==> config.mk <==
export PLATFORM = sky130hd
export DESIGN_NAME = hmmd_decode
export DESIGN_NICKNAME = d
export VERILOG_FILES = /design/src/rtl/hmmd_pkg.sv /design/src/rtl/hmmd_decode.sv
export SDC_FILE = /design/constraint.sdc
export NUM_CORES = 1
export LEC_CHECK = 0
export ABC_AREA = 1
export BUFFER_PORTS_ARGS = -buffer_cell sky130_fd_sc_hd__buf_2
export CELL_PAD_IN_SITES_DETAIL_PLACEMENT = 0
export CELL_PAD_IN_SITES_GLOBAL_PLACEMENT = 2
export CORE_UTILIZATION = 15
export DETAILED_ROUTE_END_ITERATION = 10
export GPL_TIMING_DRIVEN = 0
export PLACE_DENSITY = 0.95
export SYNTH_ARGS = -nofsm -noshare
export SYNTH_HDL_FRONTEND = slang
export SYNTH_SLANG_ARGS = --single-unit
==> constraint.sdc <==
create_clock -name vclk -period 4.2
set_input_delay 1.26 -clock vclk [all_inputs]
set_output_delay 1.26 -clock vclk [all_outputs]
set_load 0.1 [all_outputs]
==> src/rtl/hmmd_pkg.sv <==
// Shared types, codes and address-map constants for the memory map decoder.
`timescale 1ns / 1ps

package hmmd_pkg;

  // Store sizes.
  localparam int VIDEO_DEPTH     = 8192;
  localparam int WORK_BANK_DEPTH = 4096;
  localparam int HIGH_DEPTH      = 127;

  // The video store and both work banks share one memory: video first, then work.
  localparam int MAIN_DEPTH = VIDEO_DEPTH + 2 * WORK_BANK_DEPTH;
  localparam int MAIN_AW    = $clog2(MAIN_DEPTH);
  localparam int HIGH_AW    = $clog2(HIGH_DEPTH);

  // Address map boundaries.
  localparam logic [15:0] BOOT_LAST    = 16'h00FF;
  localparam logic [15:0] CART_LAST    = 16'h7FFF;
  localparam logic [15:0] VIDEO_BASE   = 16'h8000;
  localparam logic [15:0] VIDEO_LAST   = 16'h9FFF;
  localparam logic [15:0] WORK_BASE    = 16'hC000;
  localparam logic [15:0] WORK_LAST    = 16'hDFFF;
  localparam logic [15:0] HIGH_BASE    = 16'hFF80;
  localparam logic [15:0] HIGH_LAST    = 16'hFFFE;
  localparam logic [15:0] ADDR_IFLAG   = 16'hFF0F;
  localparam logic [15:0] ADDR_SND_LO  = 16'hFF11;
  localparam logic [15:0] ADDR_SND_HI  = 16'hFF14;
  localparam logic [15:0] ADDR_SND_VOL = 16'hFF25;
  localparam logic [15:0] ADDR_SND_ON  = 16'hFF26;
  localparam logic [15:0] ADDR_LCDC    = 16'hFF40;
  localparam logic [15:0] ADDR_SCY     = 16'hFF42;
  localparam logic [15:0] ADDR_SCX     = 16'hFF43;
  localparam logic [15:0] ADDR_LY      = 16'hFF44;
  localparam logic [15:0] ADDR_BGP     = 16'hFF47;
  localparam logic [15:0] ADDR_BOOTOFF = 16'hFF50;
  localparam logic [15:0] ADDR_IENABLE = 16'hFFFF;

  // Command codes.
  localparam logic CMD_READ  = 1'b0;
  localparam logic CMD_WRITE = 1'b1;

  // Target codes.
  localparam logic [2:0] TGT_INTERNAL = 3'd0;
  localparam logic [2:0] TGT_BOOT     = 3'd1;
  localparam logic [2:0] TGT_CART     = 3'd2;
  localparam logic [2:0] TGT_VIDEO    = 3'd3;
  localparam logic [2:0] TGT_SOUND    = 3'd4;
  localparam logic [2:0] TGT_IFLAG    = 3'd5;
  localparam logic [2:0] TGT_IENABLE  = 3'd6;

  // Source of the read byte of a transaction.
  typedef enum logic [1:0] {
    RD_NONE = 2'd0,
    RD_MAIN = 2'd1,
    RD_HIGH = 2'd2
  } rd_src_t;

  // Decoded transaction: memory controls plus the routed result fields.
  typedef struct packed {
    logic               main_en;
    logic               main_we;
    logic [MAIN_AW-1:0] main_addr;
    logic               high_en;
    logic               high_we;
    logic [HIGH_AW-1:0] high_addr;
    logic               overlay_off;
    rd_src_t            rd_src;
    logic [2:0]         target;
    logic [15:0]        target_address;
    logic [7:0]         forward_data;
    logic               fault;
  } access_t;

endpackage

==> src/rtl/hmmd_decode.sv <==
// Address decoder: maps one bus transaction onto stores and external targets.
`timescale 1ns / 1ps

module hmmd_decode import hmmd_pkg::*; (
  input  logic        cmd,
  input  logic [15:0] address,
  input  logic [7:0]  write_data,
  input  logic        boot_overlay,
  output access_t     acc
);

  logic in_video;
  logic in_work;
  logic in_high;
  logic [MAIN_AW-1:0] video_idx;
  logic [MAIN_AW-1:0] work_idx;

  // Region hits shared by reads and writes.
  assign in_video  = (address >= VIDEO_BASE) && (address <= VIDEO_LAST);
  assign in_work   = (address >= WORK_BASE) && (address <= WORK_LAST);
  assign in_high   = (address >= HIGH_BASE) && (address <= HIGH_LAST);
  assign video_idx = MAIN_AW'(address - VIDEO_BASE);
  assign work_idx  = MAIN_AW'(VIDEO_DEPTH) + MAIN_AW'(address - WORK_BASE);

  // Decode the transaction by kind and region.
  always_comb begin
    acc                = '0;
    acc.rd_src         = RD_NONE;
    acc.main_we        = (cmd == CMD_WRITE);
    acc.high_we        = (cmd == CMD_WRITE);
    acc.high_addr      = HIGH_AW'(address - HIGH_BASE);
    acc.main_addr      = in_work ? work_idx : video_idx;
    acc.target         = TGT_INTERNAL;
    if (cmd == CMD_READ) begin
      if (address <= BOOT_LAST) begin
        acc.target = boot_overlay ? TGT_BOOT : TGT_CART;
      end else if (address <= CART_LAST) begin
        acc.target = TGT_CART;
      end else if (in_video || in_work) begin
        acc.main_en = 1'b1;
        acc.rd_src  = RD_MAIN;
      end else if (address == ADDR_SCY || address == ADDR_LY) begin
        acc.target = TGT_VIDEO;
      end else if (in_high) begin
        acc.high_en = 1'b1;
        acc.rd_src  = RD_HIGH;
      end else begin
        acc.fault = 1'b1;
      end
    end else begin
      if (in_video || in_work) begin
        acc.main_en = 1'b1;
      end else if (in_high) begin
        acc.high_en = 1'b1;
      end else if (address == ADDR_BOOTOFF) begin
        acc.overlay_off = 1'b1;
      end else if (address == ADDR_IFLAG) begin
        acc.target = TGT_IFLAG;
      end else if (address == ADDR_IENABLE) begin
        acc.target = TGT_IENABLE;
      end else if ((address >= ADDR_SND_LO && address <= ADDR_SND_HI) ||
                   address == ADDR_SND_VOL || address == ADDR_SND_ON) begin
        acc.target = TGT_SOUND;
      end else if (address == ADDR_LCDC || address == ADDR_SCY ||
                   address == ADDR_SCX || address == ADDR_BGP) begin
        acc.target = TGT_VIDEO;
      end else begin
        acc.fault = 1'b1;
      end
    end
    // Routed transactions carry the bus address, and writes their byte.
    if (acc.target != TGT_INTERNAL) begin
      acc.target_address = address;
      if (cmd == CMD_WRITE) begin
        acc.forward_data = write_data;
      end
    end
  end

endmodule

==> metrics.md <==
| Metric | Value |
|---|---|
| Outcome | finished, final reports clean |
| Max-slew violations | 0 |
| Synth Area in XOR/XNOR | 0% |
| DRT Pass-1 Iters | 4 |
| Die ar. | between 5000 and 6000 um^2 |
| Post-DP Area | 1550 um^2 |
| Synth Cell Area | ~770 um^2 |
| CLK BUF | 0 |
| Non-filler cells in the finished layout | around 320 |
| DRC violations left | 0 |
| FMAX | around 240 MHz |
| Crit Path Class | in2out |
| Core area | between 4000 and 5000 um^2 |
| Worst setup SP type | input port |
| Placed Cells | 309 |
| Antenna viol nets, final | 0 |
| Post-synthesis cell count | 160 |
| Die X | 73.7 um |
| Worst VDD drop | a little under 0.00007 V |
| IO Port Bufs | between 80 and 90 |
| ANT cells | 0 |
| Final wirelength | about 3.0 mm |
| DR vias | between 1000 and 1500 |
| Grt total ovfl | 0 |
| Initial antenna violation count | 0 |
| Register area share after synthesis | 0% |
| Compound-Gate Fraction of Synth Area | roughly 5.3% |
| Register area | 0 um^2 |
| PwrDens | roughly 160 nW/um^2 |
| Syn_area_per_cell | slightly below 5 um^2 |
| Die Y | between 70 and 80 um |
| Starting Density | 15.9% |
| Netlist cell types | 17 |
| Post-Syn Nets | approximately 190 |
| Simple-gate share of the synthesized area | between 50% and 60% |
| Critical Path End Type | output port |
| Final hold violations | 0 |
| Worst slew margin | 67.3% |
| Tmin final | 4.12 ns |
| Layout cells sized above 1 | 70.6% |
| Routed len/inst | approximately 9.4 um |
| Gp weighted congestion | approximately 0.76 |
| Crit path DAT | 2.86 ns |
| Post-route cell area | about 2000 um^2 |
| Mux cell area share after synthesis | 0% |
| Largest family of logic cells by synthesized area | simple AND/OR/NAND/NOR gates |
| Routed vias/inst | 3.87 |
| Sequential cell count | 0 |
| Final #Nets | 280 |
| Fin crit share | between 90% and 100% |
| Total track usage | a little over a tenth |
| Initial drt markers | 17 |
| Max cap viols | 0 |
| Ys Warns | 0 |
| Final setup fails | 0 |
| Rows | 25 |
| Post-detail-place hpwl | ~2.4 mm |
| Crit path required time | roughly 2.9 ns |
| # IOs | slightly above 80 |
| Worst slew pin tran | 0.495 ns |
| Hold WC Path Type | in2out |
| Largest net degree at the start of global routing | 11 |
| Vias in the first global route | about 1100 |
| Hold_buf cts | 0 |
| Syn-to-layout area delta | 161% |
| Critical Path Fanout Max | 5 |
| Leakage | between 1 and 1.5 nW |
| Adder-cell share of the synthesized area | 0% |
| TNS Setup | 0 ns |
| First-pass GRT wire length | ~4.7 mm |
-- cell usage after synthesis --
master | number | area [um^2]
o22ai_1 | 1 | 6.26
o21ai_0 | 1 | 5.00
buf_4 | 22 | 165
nand3_1 | 10 | 50.1
nor2_1 | 45 | 169
o21bai_2 | 1 | 11.3
nor2_2 | 1 | 6.26
nand2_2 | 1 | 6.26
nor2_4 | 2 | 22.5
a21oi_1 | 2 | 10.0
nand3_2 | 2 | 20.0
buf_6 | 1 | 11.3
nand2_1 | 29 | 109
nand4_1 | 5 | 31.3
nor3_1 | 4 | 20.0
a211o_1 | 1 | 8.76
inv_1 | 32 | 120
-- stage by stage --
stage / utilization [%] / worst slack [ns] / total power (W) / hold slack (ns)
5_1_grt: 41.6 / -0.0217 / 0.000328 / 2.92
3_5_place_dp: 31.9 / -0.484 / 0.000280 / 2.98
6_report: 41.6 / 0.0810 / 0.000315 / 2.89
4_1_cts: 35.7 / 0.000510 / 0.000296 / 2.88
2_1_floorplan: - / -0.508 / 0.000232 / 2.63
3_3_place_gp: 31.9 / -0.476 / 0.000280 / 2.98
-- metal layers --
layer  global-route usage (%)  wire, um  share of wire (%)  vias to the layer above
li1                         -         -                  -                      647
met1                     13.6      1320                 44                      539
met2                     20.1      1490                 50                       49
met3                     1.23       181                6.0                        0
met4                        0         0                  0                        0
met5                        0         0                  0                        -
-- where the power goes --
part,switching (W),leakage (nW),internal (W)
clock network,0,0,0
registers,0,0,0
logic,0.000233,1.04,0.0000824
-- final timing paths --
path                 startpoint  endpoint  depth (start not counted)
setup / recovery     address[8]   acc[21]                         14
hold / removal    write_data[1]    acc[2]                          4
-- critical path, cell delays in order --
cell and delay, ns:
clkbuf_4 0.15, nand2_8 0.05, nor2_4 0.11, nand2_2 0.09
nor2_4 0.14, nand2_2 0.08, nand2_2 0.08, nor2_4 0.05
nand3_2 0.09, nand3_4 0.10, nor2_4 0.23, clkbuf_16 0.21
nor2_4 0.04, buf_12 0.16
-- what timing repair did --
item / in CTS / in global routing
setup buffers: 3 / 6
endpoints found under the setup margin: 24 / 24
pin swaps: 2 / 12
cloned: 0 / 1
gates resized for setup: 48 / 64
-- cell usage in the layout, fill, tap and decap left out --
| master | count |
|---|---|
| nand2_8 | 1 |
| nor3_1 | 1 |
| buf_6 | 12 |
| nor2_1 | 11 |
| inv_2 | 4 |
| nand3_1 | 6 |
| buf_4 | 31 |
| nor3_2 | 3 |
| nand2_1 | 19 |
| inv_1 | 28 |
| nand3_2 | 4 |
| a21oi_2 | 1 |
| a211o_1 | 1 |
| nand2_2 | 8 |
| o21bai_4 | 1 |
| nand3_4 | 2 |
| o22ai_1 | 1 |
| nand4_1 | 5 |
| nand2_4 | 2 |
| o21ai_0 | 1 |
| a21oi_1 | 1 |
| nor2_4 | 35 |
| buf_2 | 50 |
| buf_12 | 10 |
| nor2_2 | 2 |
| clkbuf_4 | 4 |
| clkbuf_16 | 1 |
| buf_8 | 7 |
-- kinds of logic after synthesis --
family	count (synthesis)
compound gates	6
simple gates	99
buf+inv	55
-- area by class of cell --
cell class	instances	area, um^2
fillers	499	2830
multi-input cells	105	836
repair buffers	92	793
plain buffers	23	185
inverters	32	120
well taps	67	83.8
(Power assumes the default switching activity.)
